<file path="config.mk">
export PLATFORM = sky130hd
export DESIGN_NAME = uart_idle_gap_frame_echo_flat
export DESIGN_NICKNAME = d
export VERILOG_FILES = /design/src/rtl/uigfe_pkg.sv /design/src/rtl/uigfe_chan_if.sv /design/src/rtl/uigfe_front.sv /design/src/rtl/uigfe_fifo.sv /design/src/rtl/uigfe_back.sv /design/src/rtl/uart_idle_gap_frame_echo.sv /design/src/flat_wrapper.sv
export VERILOG_INCLUDE_DIRS = /design/src /design/src/rtl
export SDC_FILE = /design/constraint.sdc
export NUM_CORES = 1
export LEC_CHECK = 0
export ABC_AREA = 1
export BUFFER_PORTS_ARGS = -buffer_cell sky130_fd_sc_hd__buf_2
export CAP_MARGIN = 30
export CORE_ASPECT_RATIO = 2
export CORE_MARGIN = 2
export CORE_UTILIZATION = 35
export DETAILED_ROUTE_END_ITERATION = 6
export GPL_ROUTABILITY_DRIVEN = 0
export MAX_ROUTING_LAYER = met4
export PLACE_DENSITY = 0.56
export REMOVE_ABC_BUFFERS = 1
export SYNTH_ARGS = -nofsm -noshare
export SYNTH_HDL_FRONTEND = slang
export SYNTH_SLANG_ARGS = --single-unit
</file>
<file path="constraint.sdc">
create_clock -name clock -period 2.9 [get_ports clock]
set_input_delay 0.87 -clock clock [delete_from_list [all_inputs] [get_ports clock]]
set_output_delay 0.87 -clock clock [all_outputs]
set_load 0.01 [all_outputs]
</file>
<file path="src/rtl/uart_idle_gap_frame_echo_assert.svh">
// Assertion macros shared by the frame echo RTL.
// Depends on nothing; each user names its clock and reset as clock and reset.
`ifndef UART_IDLE_GAP_FRAME_ECHO_ASSERT_SVH
`define UART_IDLE_GAP_FRAME_ECHO_ASSERT_SVH

// Same-cycle implication, checked outside reset
`define UIGFE_ASSERT_NOW(label, pre, post) \
   label: assert property (@(posedge clock) disable iff (reset) (pre) |-> (post)) \
      else $error("uigfe: same-cycle check failed");

// Next-cycle implication, checked outside reset
`define UIGFE_ASSERT_NEXT(label, pre, post) \
   label: assert property (@(posedge clock) disable iff (reset) (pre) |=> (post)) \
      else $error("uigfe: next-cycle check failed");

`endif

</file>
<file path="src/rtl/uigfe_pkg.sv">
// Shared types and constants of the idle-gap frame echo block.
// Depends on nothing; used by the front end, queue, frame engine, top level and testbench files through scoped names.
package uigfe_pkg;

   // Input opcodes
   localparam logic OP_BYTE = 1'b0;
   localparam logic OP_TICK = 1'b1;

   // Configuration register map
   localparam int unsigned CSR_IDX_W = 1;
   localparam int unsigned CSR_DATA_W = 8;
   localparam logic [CSR_IDX_W-1:0] REG_GAP_TICKS = 1'd0;
   localparam logic [CSR_IDX_W-1:0] REG_CHECK_PERIOD = 1'd1;

   // Reset values
   localparam logic [7:0] GAP_TICKS_RST = 8'd5;
   localparam logic [7:0] CHECK_PERIOD_RST = 8'd5;
   localparam logic [7:0] PRIOR_LEN_RST = 8'hff;
   localparam logic [7:0] COUNT_MAX = 8'hff;

   // Classified command passed from front to back
   typedef struct packed {
      logic       is_tick;
      logic [7:0] data;
   } cmd_type;

endpackage

</file>
<file path="src/rtl/uigfe_chan_if.sv">
// Valid/ready channel interfaces for the request and response sides.
// Depends on nothing.
interface uigfe_req_if;
   logic       valid;
   logic       ready;
   logic       opcode;
   logic [7:0] rx_byte;

   modport source (output valid, output opcode, output rx_byte, input ready);
   modport sink (input valid, input opcode, input rx_byte, output ready);
endinterface

interface uigfe_rsp_if;
   logic       valid;
   logic       ready;
   logic [7:0] tx_byte;
   logic       last;

   modport source (output valid, output tx_byte, output last, input ready);
   modport sink (input valid, input tx_byte, input last, output ready);
endinterface

</file>
<file path="src/rtl/uigfe_front.sv">
// Front end: accepts request beats, classifies them into commands, holds one.
// Depends on uigfe_pkg and uigfe_req_if.
module uigfe_front (
   input  logic                clock,
   input  logic                reset,
   uigfe_req_if.sink           req_bus,
   output logic                cmd_valid,
   output uigfe_pkg::cmd_type  cmd,
   input  logic                cmd_ready
);

   logic               valid_ff;
   logic               valid_in;
   uigfe_pkg::cmd_type cmd_ff;
   uigfe_pkg::cmd_type cmd_in;
   logic               take;

   assign req_bus.ready = !valid_ff || cmd_ready;
   assign take = req_bus.valid && req_bus.ready;

   // Classify the incoming beat
   always_comb begin
      cmd_in.is_tick = (req_bus.opcode == uigfe_pkg::OP_TICK);
      cmd_in.data = req_bus.rx_byte;
      if (take) begin
         valid_in = 1'b1;
      end else if (cmd_ready) begin
         valid_in = 1'b0;
      end else begin
         valid_in = valid_ff;
      end
   end

   always_ff @(posedge clock) begin
      if (reset) begin
         valid_ff <= 1'b0;
      end else begin
         valid_ff <= valid_in;
      end
   end

   // Hold the payload until the queue takes it
   always_ff @(posedge clock) begin
      if (take) begin
         cmd_ff <= cmd_in;
      end
   end

   assign cmd_valid = valid_ff;
   assign cmd = cmd_ff;

endmodule

</file>
<file path="src/rtl/uigfe_fifo.sv">
// Two-entry command queue between the front end and the frame engine.
// Depends on uigfe_pkg.
module uigfe_fifo (
   input  logic                clock,
   input  logic                reset,
   input  logic                push_valid,
   input  uigfe_pkg::cmd_type  push_cmd,
   output logic                push_ready,
   output logic                pop_valid,
   output uigfe_pkg::cmd_type  pop_cmd,
   input  logic                pop
);

   uigfe_pkg::cmd_type slot_ff [2];
   logic               wr_ptr_ff;
   logic               wr_ptr_in;
   logic               rd_ptr_ff;
   logic               rd_ptr_in;
   logic [1:0]         count_ff;
   logic [1:0]         count_in;
   logic               do_push;
   logic               do_pop;

   assign push_ready = (count_ff != 2'd2);
   assign pop_valid = (count_ff != 2'd0);
   assign pop_cmd = slot_ff[rd_ptr_ff];
   assign do_push = push_valid && push_ready;
   assign do_pop = pop && pop_valid;

   // Advance pointers and occupancy
   always_comb begin
      wr_ptr_in = wr_ptr_ff ^ do_push;
      rd_ptr_in = rd_ptr_ff ^ do_pop;
      count_in = count_ff + {1'b0, do_push} - {1'b0, do_pop};
   end

   always_ff @(posedge clock) begin
      if (reset) begin
         wr_ptr_ff <= 1'b0;
         rd_ptr_ff <= 1'b0;
         count_ff <= 2'd0;
      end else begin
         wr_ptr_ff <= wr_ptr_in;
         rd_ptr_ff <= rd_ptr_in;
         count_ff <= count_in;
      end
   end

   always_ff @(posedge clock) begin
      if (do_push) begin
         slot_ff[wr_ptr_ff] <= push_cmd;
      end
   end

endmodule

</file>
<file path="src/rtl/uigfe_back.sv">
// Frame engine: idle and period counting, frame store, replay of closed frames.
// Depends on uigfe_pkg, uigfe_rsp_if and uart_idle_gap_frame_echo_assert.svh.
`include "uart_idle_gap_frame_echo_assert.svh"

module uigfe_back #(
   parameter int unsigned BUF_DEPTH = 64
) (
   input  logic                clock,
   input  logic                reset,
   input  logic [7:0]          gap_ticks,
   input  logic [7:0]          check_period_ticks,
   input  logic                cmd_valid,
   input  uigfe_pkg::cmd_type  cmd,
   output logic                cmd_pop,
   uigfe_rsp_if.source         rsp_bus
);

   localparam int unsigned LW = $clog2(BUF_DEPTH + 1);
   localparam int unsigned AW = $clog2(BUF_DEPTH);

   localparam logic [1:0] S_RUN  = 2'd0;
   localparam logic [1:0] S_READ = 2'd1;
   localparam logic [1:0] S_LOAD = 2'd2;

   logic [1:0]    state_ff, state_in;
   logic [7:0]    idle_ff, idle_in;
   logic          in_frame_ff, in_frame_in;
   logic [LW-1:0] len_ff, len_in;
   logic [7:0]    prior_ff, prior_in;
   logic [7:0]    period_ff, period_in;
   logic [AW-1:0] rd_idx_ff, rd_idx_in;
   logic [7:0]    rd_data_ff;
   logic [7:0]    mem [BUF_DEPTH];
   logic          out_valid_ff, out_valid_in;
   logic [7:0]    out_byte_ff;
   logic          out_last_ff;
   logic          load;
   logic          load_last;
   logic          mem_we;
   logic [AW-1:0] mem_waddr;
   logic          open_frame;
   logic [LW-1:0] len_base;
   logic [7:0]    period_sat;
   logic [7:0]    limit;

   assign cmd_pop = cmd_valid && (state_ff == S_RUN);
   assign load = (state_ff == S_LOAD) && (!out_valid_ff || rsp_bus.ready);
   assign load_last = (LW'(rd_idx_ff) + LW'(1)) == len_ff;
   assign open_frame = idle_ff > gap_ticks;
   assign len_base = open_frame ? '0 : len_ff;
   assign period_sat = (period_ff == uigfe_pkg::COUNT_MAX) ? period_ff : period_ff + 8'd1;
   assign limit = (check_period_ticks == 8'd0) ? 8'd1 : check_period_ticks;

   // Execute one command, or step the replay
   always_comb begin
      state_in = state_ff;
      idle_in = idle_ff;
      in_frame_in = in_frame_ff;
      len_in = len_ff;
      prior_in = prior_ff;
      period_in = period_ff;
      rd_idx_in = rd_idx_ff;
      mem_we = 1'b0;
      mem_waddr = len_base[AW-1:0];
      case (state_ff)
         S_RUN: begin
            if (cmd_pop && !cmd.is_tick) begin
               // Byte: maybe open a frame, then store or wrap
               idle_in = 8'd0;
               if (open_frame) begin
                  in_frame_in = 1'b1;
                  period_in = 8'd0;
               end
               if (len_base == LW'(BUF_DEPTH)) begin
                  len_in = '0;
               end else begin
                  mem_we = 1'b1;
                  len_in = len_base + LW'(1);
               end
            end else if (cmd_pop) begin
               // Tick: count idle time, check growth of an open frame
               if (idle_ff != uigfe_pkg::COUNT_MAX) begin
                  idle_in = idle_ff + 8'd1;
               end
               if (in_frame_ff) begin
                  if (period_sat < limit) begin
                     period_in = period_sat;
                  end else begin
                     period_in = 8'd0;
                     prior_in = 8'(len_ff);
                     if (8'(len_ff) == prior_ff) begin
                        in_frame_in = 1'b0;
                        rd_idx_in = '0;
                        if (len_ff != '0) begin
                           state_in = S_READ;
                        end
                     end
                  end
               end
            end
         end
         S_READ: begin
            state_in = S_LOAD;
         end
         S_LOAD: begin
            if (load) begin
               if (load_last) begin
                  state_in = S_RUN;
               end else begin
                  rd_idx_in = rd_idx_ff + AW'(1);
                  state_in = S_READ;
               end
            end
         end
         default: begin
            state_in = S_RUN;
         end
      endcase
   end

   // Output register: load a replayed byte, drop it once taken
   always_comb begin
      if (load) begin
         out_valid_in = 1'b1;
      end else if (rsp_bus.ready) begin
         out_valid_in = 1'b0;
      end else begin
         out_valid_in = out_valid_ff;
      end
   end

   always_ff @(posedge clock) begin
      if (reset) begin
         state_ff <= S_RUN;
         idle_ff <= 8'd0;
         in_frame_ff <= 1'b0;
         len_ff <= '0;
         prior_ff <= uigfe_pkg::PRIOR_LEN_RST;
         period_ff <= 8'd0;
         rd_idx_ff <= '0;
         out_valid_ff <= 1'b0;
      end else begin
         state_ff <= state_in;
         idle_ff <= idle_in;
         in_frame_ff <= in_frame_in;
         len_ff <= len_in;
         prior_ff <= prior_in;
         period_ff <= period_in;
         rd_idx_ff <= rd_idx_in;
         out_valid_ff <= out_valid_in;
      end
   end

   // Frame store: one write port, one registered read port
   always_ff @(posedge clock) begin
      if (mem_we) begin
         mem[mem_waddr] <= cmd.data;
      end
      rd_data_ff <= mem[rd_idx_ff];
   end

   always_ff @(posedge clock) begin
      if (load) begin
         out_byte_ff <= rd_data_ff;
         out_last_ff <= load_last;
      end
   end

   assign rsp_bus.valid = out_valid_ff;
   assign rsp_bus.tx_byte = out_byte_ff;
   assign rsp_bus.last = out_last_ff;

   `UIGFE_ASSERT_NOW(a_replay_closed, state_ff != S_RUN, !in_frame_ff)
   `UIGFE_ASSERT_NOW(a_len_bound, 1'b1, len_ff <= LW'(BUF_DEPTH))
   `UIGFE_ASSERT_NOW(a_replay_nonempty, state_ff != S_RUN, len_ff != '0)
   `UIGFE_ASSERT_NEXT(a_last_ends_replay, load && load_last, state_ff == S_RUN)

endmodule

</file>
<file path="src/rtl/uart_idle_gap_frame_echo.sv">
// Top level of the idle-gap frame echo: configuration registers and wiring.
// Depends on uigfe_pkg, uigfe_chan_if, uigfe_front, uigfe_fifo and uigfe_back.
//
//   channel  direction  payload                 handshake
//   req_bus  in         opcode, rx_byte         valid/ready
//   rsp_bus  out        tx_byte, last           valid/ready
//   csr_*    in         csr_index, csr_wdata    csr_wr_en, no wait
//
// A request beat passes the input register and the two-entry queue before
// the frame engine executes it; the engine takes one command a cycle while
// no replay is running. A closed frame of N bytes is replayed byte by byte
// (store read, then output register load), holding off further commands.
// Reset is synchronous; no clearing pass is needed. A stalled response holds
// the replay, and the queue then fills and deasserts req_bus.ready.
module uart_idle_gap_frame_echo #(
   parameter int unsigned BUF_DEPTH = 64
) (
   input  logic                                 clock,
   input  logic                                 reset,
   uigfe_req_if.sink                            req_bus,
   uigfe_rsp_if.source                          rsp_bus,
   input  logic                                 csr_wr_en,
   input  logic [uigfe_pkg::CSR_IDX_W-1:0]      csr_index,
   input  logic [uigfe_pkg::CSR_DATA_W-1:0]     csr_wdata
);

   logic [7:0]         gap_ticks_ff;
   logic [7:0]         check_period_ff;
   logic               front_valid;
   uigfe_pkg::cmd_type front_cmd;
   logic               front_ready;
   logic               queue_valid;
   uigfe_pkg::cmd_type queue_cmd;
   logic               queue_pop;

   // Configuration registers
   always_ff @(posedge clock) begin
      if (reset) begin
         gap_ticks_ff <= uigfe_pkg::GAP_TICKS_RST;
         check_period_ff <= uigfe_pkg::CHECK_PERIOD_RST;
      end else if (csr_wr_en) begin
         case (csr_index)
            uigfe_pkg::REG_GAP_TICKS: gap_ticks_ff <= csr_wdata;
            uigfe_pkg::REG_CHECK_PERIOD: check_period_ff <= csr_wdata;
            default: begin
            end
         endcase
      end
   end

   uigfe_front u_front (
      .clock     (clock),
      .reset     (reset),
      .req_bus   (req_bus),
      .cmd_valid (front_valid),
      .cmd       (front_cmd),
      .cmd_ready (front_ready)
   );

   uigfe_fifo u_fifo (
      .clock      (clock),
      .reset      (reset),
      .push_valid (front_valid),
      .push_cmd   (front_cmd),
      .push_ready (front_ready),
      .pop_valid  (queue_valid),
      .pop_cmd    (queue_cmd),
      .pop        (queue_pop)
   );

   uigfe_back #(
      .BUF_DEPTH (BUF_DEPTH)
   ) u_back (
      .clock              (clock),
      .reset              (reset),
      .gap_ticks          (gap_ticks_ff),
      .check_period_ticks (check_period_ff),
      .cmd_valid          (queue_valid),
      .cmd                (queue_cmd),
      .cmd_pop            (queue_pop),
      .rsp_bus            (rsp_bus)
   );

endmodule

</file>
<file path="src/flat_wrapper.sv">
// flat-port wrapper written by rule: the top's interface ports become plain ports
module uart_idle_gap_frame_echo_flat 
#(
   parameter int unsigned BUF_DEPTH = 64
)
  (clock, reset, csr_wr_en, csr_index, csr_wdata, req_bus_valid, req_bus_opcode, req_bus_rx_byte, req_bus_ready, rsp_bus_valid, rsp_bus_tx_byte, rsp_bus_last, rsp_bus_ready);
  uigfe_req_if req_bus_i ();
  uigfe_rsp_if rsp_bus_i ();
  input  logic clock;
  input  logic reset;
  input  logic csr_wr_en;
  input  logic [uigfe_pkg::CSR_IDX_W-1:0] csr_index;
  input  logic [uigfe_pkg::CSR_DATA_W-1:0] csr_wdata;
  input wire logic [$bits(req_bus_i.valid)-1:0] req_bus_valid;
  input wire logic [$bits(req_bus_i.opcode)-1:0] req_bus_opcode;
  input wire logic [$bits(req_bus_i.rx_byte)-1:0] req_bus_rx_byte;
  output wire logic [$bits(req_bus_i.ready)-1:0] req_bus_ready;
  output wire logic [$bits(rsp_bus_i.valid)-1:0] rsp_bus_valid;
  output wire logic [$bits(rsp_bus_i.tx_byte)-1:0] rsp_bus_tx_byte;
  output wire logic [$bits(rsp_bus_i.last)-1:0] rsp_bus_last;
  input wire logic [$bits(rsp_bus_i.ready)-1:0] rsp_bus_ready;
  assign req_bus_i.valid = req_bus_valid;
  assign req_bus_i.opcode = req_bus_opcode;
  assign req_bus_i.rx_byte = req_bus_rx_byte;
  assign req_bus_ready = req_bus_i.ready;
  assign rsp_bus_valid = rsp_bus_i.valid;
  assign rsp_bus_tx_byte = rsp_bus_i.tx_byte;
  assign rsp_bus_last = rsp_bus_i.last;
  assign rsp_bus_i.ready = rsp_bus_ready;
  uart_idle_gap_frame_echo #(.BUF_DEPTH(BUF_DEPTH)) u_core (.clock(clock), .reset(reset), .req_bus(req_bus_i), .rsp_bus(rsp_bus_i), .csr_wr_en(csr_wr_en), .csr_index(csr_index), .csr_wdata(csr_wdata));
endmodule
</file>
======== Yosys cells after proc, flatten, opt, wreduce, memory -nomap -nowiden ========
Memory sizes are Yosys's and may differ from the RTL's. A register that Yosys moved wholly into a read port is not among the register bits.
Cells that the tools add are included.
storage, ports and cells
  bits in registers ....................... 80
  bits in latches ......................... 0
  bits in writable memories ............... 530
  memory bits (read-only) ................. 0
  output and inout bits ................... 11
  memories kept ........................... 2
memories
  name                   words  width  rd ports  clocked after memory_dff  write ports  RTL line          text
  u_core.u_back.mem      64     8      1         1                         1            uigfe_back.sv:33  logic [7:0] mem [BUF_DEPTH];
  u_core.u_fifo.slot_ff  2      9      1         1                         1            uigfe_fifo.sv:14  uigfe_pkg::cmd_type slot_ff [2];
operators by class
  $add $sub $neg .......................... 7
  $mul .................................... 0
  div/mod/pow operators ................... 0
  order comparisons ....................... 2
  equal/unequal tests ..................... 17
  shift operators ......................... 0
  muxes and demuxes ....................... 47
  bitwise gates (word level) .............. 5
  reductions and logical operators ........ 30
operators with widths
  cell                                           count
  2-to-1 mux 8 bit                               10
  2-to-1 mux 6 bit                               7
  2-to-1 mux 1 bit                               19
  adder 8 x 1 -> 8 bit (second input constant)   2
  inequality test 2 bit (second input constant)  8
  2-to-1 mux 2 bit                               7
  2-to-1 mux 7 bit                               2
  nonzero test 2 bit                             7
  one-hot mux 6 bit (2 select lines)             1
  equality test 7 x 8 -> 1 bit                   1
  equality test 8 bit (second input constant)    1
  greater-than comparator 8 bit                  1
  zero test 8 bit                                1
  less-than comparator 8 bit                     1
  inequality test 8 bit (second input constant)  1
  AND reduction 8 bit                            1
  adder 6 x 1 -> 7 bit (second input constant)   1
  adder 7 x 1 -> 7 bit (second input constant)   1
  equality test 7 bit                            1
  equality test 7 bit (second input constant)    1
  AND reduction 7 bit                            1
  nonzero test 7 bit                             1
  adder 6 x 1 -> 6 bit (second input constant)   1
  logical AND 1 bit                              6
  15 further kinds                               25

======== Logic depth before layout (Yosys ltp) ========
  word-level depth ........................ 8
  depth in mapped cells ................... 19
  mapped depth without buffers ............ 19

======== By module ========
A second synthesis with hierarchy kept.
second synthesis, totals
  cells, all modules ...................... 2159
  area, all modules ....................... 25363.1 um^2
modules (own cells, without submodules)
  module                    instances  cells each  area an instance (um^2)  seq. area each (um^2)
  uigfe_back                1          1979        23531.3                  16625.9
  uigfe_fifo                1          80          895.9                    620.6
  uart_idle_gap_frame_echo  1          85          618.1                    320.3
  uigfe_front               1          15          317.8                    290.3

======== Worst setup path after synthesis ========
Ideal clock, no wire load.
  kind .................................... reg2reg
  from .................................... reg u_core.u_back.idle_ff[3]
  to ...................................... mem u_core.u_back.mem[26][0], enable pin
  arrival ................................. 2.480 ns
  data required time ...................... 2.530 ns
  setup slack ............................. 0.050 ns
  cell stages (with the launch flop) ...... 17
  path buffers ............................ 1
  path through ............................ dfxtp_1 > ha_1 > a21oi_1 > o21ai_0 > nand2_1 > nand3b_1 > nand2_2 > buf_4 > nand2_1 > ha_1 > inv_1 > nor2_1 > nand4_1 > o21ai_2 > nor2_1 > nand2_1 > nor2_1
on the way
  word-level cells in the longest chain between the ends .. 8
ends and longest elaborated chain
  element                                 RTL line           text
  start: declaration                      uigfe_back.sv:26   logic [7:0] idle_ff, idle_in;
  start signal: assignment                uigfe_back.sv:144  idle_ff <= idle_in;
  greater-than comparator 8 bit *         uigfe_back.sv:49   assign open_frame = idle_ff > gap_ticks;
  2-to-1 mux 7 bit *                      uigfe_back.sv:50   assign len_base = open_frame ? '0 : len_ff;
  equality test 7 bit                     uigfe_back.sv:74   if (len_base == LW'(BUF_DEPTH)) begin
  2-to-1 mux 1 bit                        uigfe_back.sv:74
  2-to-1 mux 1 bit                        uigfe_back.sv:67   if (cmd_pop && !cmd.is_tick) begin
  2-to-1 mux 1 bit                        uigfe_back.sv:65   case (state_ff)
  2-to-1 mux 1 bit                        uigfe_back.sv:156  if (mem_we) begin
  2-to-1 mux 1 bit (not written as such)  uigfe_back.sv:157  mem[mem_waddr] <= cmd.data;
  end: declaration                        uigfe_back.sv:33
Every way passes the cells marked *; elsewhere a longest branch is shown, timed or not.

======== Worst setup path after layout ========
  from .................................... reg u_core.gap_ticks_ff[5]
  to ...................................... mem u_core.u_back.mem[6][7], enable pin
on the way
  word-level cells in the longest chain between the ends .. 8
ends and longest elaborated chain
  element                                 RTL line                        text
  start: declaration                      uart_idle_gap_frame_echo.sv:27  logic [7:0] gap_ticks_ff;
  start signal: assignment                uart_idle_gap_frame_echo.sv:39  gap_ticks_ff <= uigfe_pkg::GAP_TICKS_RST;
  start signal: assignment                uart_idle_gap_frame_echo.sv:43  uigfe_pkg::REG_GAP_TICKS: gap_ticks_ff <= csr_wdata;
  greater-than comparator 8 bit *         uigfe_back.sv:49
  2-to-1 mux 7 bit *                      uigfe_back.sv:50
  equality test 7 bit                     uigfe_back.sv:74
  2-to-1 mux 1 bit                        uigfe_back.sv:74
  2-to-1 mux 1 bit                        uigfe_back.sv:67
  2-to-1 mux 1 bit                        uigfe_back.sv:65
  2-to-1 mux 1 bit                        uigfe_back.sv:156
  2-to-1 mux 1 bit (not written as such)  uigfe_back.sv:157
Marks and branches as above.

==> run metrics <==
Area Growth Syn to Fin 17.72%; main combinational cell family by area after synthesis compound AO/OA/AOI/OAI gates; crit path cell chain inv_2 -> ha_4 -> nand2_4 -> nor3_4 -> nand2_1 -> nand3b_1 -> nand2_2 -> buf_4 -> nand2_2 -> ha_4 -> inv_2 -> nor2_2 -> nand4_1 -> o21ai_4 -> nor2_4 -> nand2_2 -> buf_8 -> nor2_1 -> buf_4; Setup crit end kind flop; max incr delay on CP between 0.3 and 0.4 ns; fin crit period 2.828 ns; Syn Std Cell Area about 0.025 mm²; DIE AREA approximately 0.075 mm²; GRT Total Usage 0.2004; FFs w/ async S/R, synth 0; deepest clock path buffer count 3; initial antenna violation count 0; Fin Setup TNS 0 ns; ys flop type edfxtp_1; pwr dens between 600 and 700 mW/mm²; Hold EP u_core.u_back.rsp_bus.tx_byte[2]; Comb power frac 0.116; skew final ~0.025 ns; Synth Area in Adders 0.01187; critical path data required time ~3.3 ns; Yosys cell types 49; most frequent cell after synthesis edfxtp_1; cell count after synthesis around 2100; Inserted Diodes 0; CP delay by family, top simple AND/OR/NAND/NOR gates; Hold Vio Cnt, Final 0; Crit-path slowest cell dfxtp_2; Switching Fraction 0.2515; XOR/XNOR Fraction of Synth Area 0.002769; largest net degree at the start of global routing 97; Clock transition at path regs approximately 0.07 ns; instance count on the critical path 19; hold_sp u_core.u_back.rd_data_ff[2]; layout cells sized above 1 0.1714; Hold WC Path Type reg2reg; Ports 34; Iter 0 DRT Violations roughly 1500; Seq cells post-synth just over 600; Tcrit/Tclk final 0.9752; reg-to-reg critical path startpoint u_core.gap_ticks_ff[5]; post-synthesis compound-gate area fraction 0.1313; Post-CTS Hold Fix Bufs 0; dpl hpwl about 50000 µm; Util after Layout 0.4157; Startpoint Class flop; peak supply drop about 0.51 mV; critical path class reg2reg; Seq/Total Area, Yosys 0.7057; post-synth top area cell edfxtp_1; Pwr Total ~21 mW; num rows ~140; total global routing overflow 0; reg2reg end u_core.u_back.mem[6][7]; max frequency about 350 MHz; placed cell count approximately 3100; clock net sink count 618; Hold Slack 0.4031 ns; most frequent CP cell nand2_2; WL final roughly 74000 µm; met2 wire len about 40000 µm; final slew viol count 0; number of enable flip-flop cells after synthesis 548; reg2reg path depth 19; Syn Area/Cell approximately 12 µm²; RSZ-0062 raised after global routing yes; post-synth top area share 0.6503; Final #Nets about 2300; max_cap viols 0; CTS tree done; worst reg-to-reg setup slack between 0.07 and 0.08 ns; clock share of power 0.365; Die Wd 194.1 µm; outcome finished clean; number of routed nets with antenna violations 0; clock latency on the worst-skew pair between 0.6 and 0.7 ns; Filler cells 6704; relative slew slack 0.3243; Root Buffer clkbuf_16; final instance count without filler cells 3191; worst-margin pin slew ~1 ns; WHS Path Cells 0; simple logic cell fraction of the synthesized area 0.1117; DRC violations left 0; H-Tree Depth 2; first-pass GRT wire length ~110000 µm; number of CTS-inserted buffers between 50 and 60; CP max FO 8; Vert. Die Dim between 300 and 400 µm; Synth area leaders edfxtp_1, o21ai_0, nor2_1, dfxtp_1, o22ai_1; WL met3 roughly 3200 µm; starting density of the core 0.3532; Pre-Repair DR Iteration Count 7; Vias 17152; via count of the first global-routing pass between 15000 and 20000; M1 wire length 24470 µm; most common library cells after synthesis edfxtp_1, nor2_1, o21ai_0, nand2_1, o22ai_1; Synth warnings 0; DR WL/cell approximately 23 µm; crit path DAT 3.18 ns; Sw Pwr roughly 5.2 mW; highest routed metal layer met4; vias per cell ~5.4; crit path buf inv count 5; Int Pwr 15.61 mW; mux cell area share after synthesis 0.0004450; setup violators final 0; sequential share of power 0.519; Pleak 10.13 nW; buffers added on ports 33; core area between 0.07 and 0.08 mm²
-- registers in the layout, indices dropped and copies added (netlist names), 2 cells and up --
name and cells:
u_core.check_period_ff 8, u_core.gap_ticks_ff 8, u_core.u_back.idle_ff 8, u_core.u_back.len_ff 7, u_core.u_back.mem 512, u_core.u_back.period_ff 8, u_core.u_back.prior_ff 8, u_core.u_back.rd_data_ff 8
u_core.u_back.rd_idx_ff 6, u_core.u_back.rsp_bus.tx_byte 8, u_core.u_back.state_ff 2, u_core.u_fifo.count_ff 2, u_core.u_fifo.slot_ff 18, u_core.u_front.cmd 9
-- how the worst max path moves through the flow --
stage | startpoint | endpoint
2_1_floorplan | u_core.u_back.rd_idx_ff[0] | u_core.u_back.rd_data_ff[2]
3_3_place_gp | u_core.gap_ticks_ff[5] | u_core.u_back.mem[4][6]
3_5_place_dp | u_core.gap_ticks_ff[5] | u_core.u_back.mem[4][3]
4_1_cts | u_core.gap_ticks_ff[5] | u_core.u_back.mem[58][1]
5_1_grt | u_core.gap_ticks_ff[5] | u_core.u_back.mem[49][6]
6_report | u_core.gap_ticks_ff[5] | u_core.u_back.mem[6][7]
-- final cells by class --
| cell class | count | area (µm²) | share of cell area |
|---|---|---|---|
| multi-input combinational | 1305 | 7091 | 0.2380 |
| timing repair buffer | 165 | 1483 | 0.04977 |
| clock buffer | 63 | 1394 | 0.04679 |
| sequential | 618 | 17870 | 0.5999 |
| clock inverter | 33 | 456.7 | 0.01533 |
| inverter | 91 | 349.1 | 0.01172 |
| tap | 916 | 1146 | 0.03847 |
-- power by group through the flow --
| stage | registers, mW | clock network (mW) | logic (mW) |
|---|---|---|---|
| 3_5_place_dp | 11.0 | 0 | 2.36 |
| 2_1_floorplan | 11.0 | 0 | 1.01 |
| 5_1_grt | 10.8 | 8.05 | 2.63 |
| 4_1_cts | 10.8 | 7.71 | 2.38 |
| 6_report | 10.8 | 7.60 | 2.43 |
| 3_3_place_gp | 11.0 | 0 | 2.37 |
-- cells by family (layout without fill, tap and decap cells) --
logic type / after synthesis / after routing
xor+xnor: 8 / 8
mux: 1 / 1
simple gates: 686 / 686
fa+ha+maj: 24 / 24
buf+inv: 216 / 352
flops: 618 / 618
compound gates: 586 / 586
-- repair_timing --
| action | 4_1_cts | 5_1_grt |
|---|---|---|
| pin swaps | 2 | 16 |
| buffers inserted | 0 | 1 |
| endpoints found under the hold margin | 0 | 0 |
| gates resized for setup | 11 | 174 |
| setup endpoints to repair | 338 | 512 |
-- cell usage in the layout, fill, tap and decap left out, types with 33 or more instances in the layout --
cell       synthesis  routed
buf_4              8      83
a21oi_1           39      36
o22ai_1          138     138
nor2_1           430     373
nand2_1          177     158
o21ai_0          338     337
edfxtp_1         548     548
dfxtp_1           70      64
nor2_4             4      55
clkbuf_16          0      53
inv_1             85      77
buf_2             37      33
-- metrics by stage --
stage | setup slack (ns) | area (µm²)
after global routing | -0.1114 | 29790
after CTS | 0.01076 | 29300
after floorplan | -5.771 | 24730
after global placement | -0.1484 | 27420
final | 0.07193 | 29790
after detailed placement | -0.1022 | 27420
-- layer usage --
metal  vias up  global-route usage
li1       7919                   -
met1      8457              0.1914
met2       578              0.3842
met3       198             0.01920
met4         0              0.1212
met5         -                   -
(Power assumes the default switching activity.)
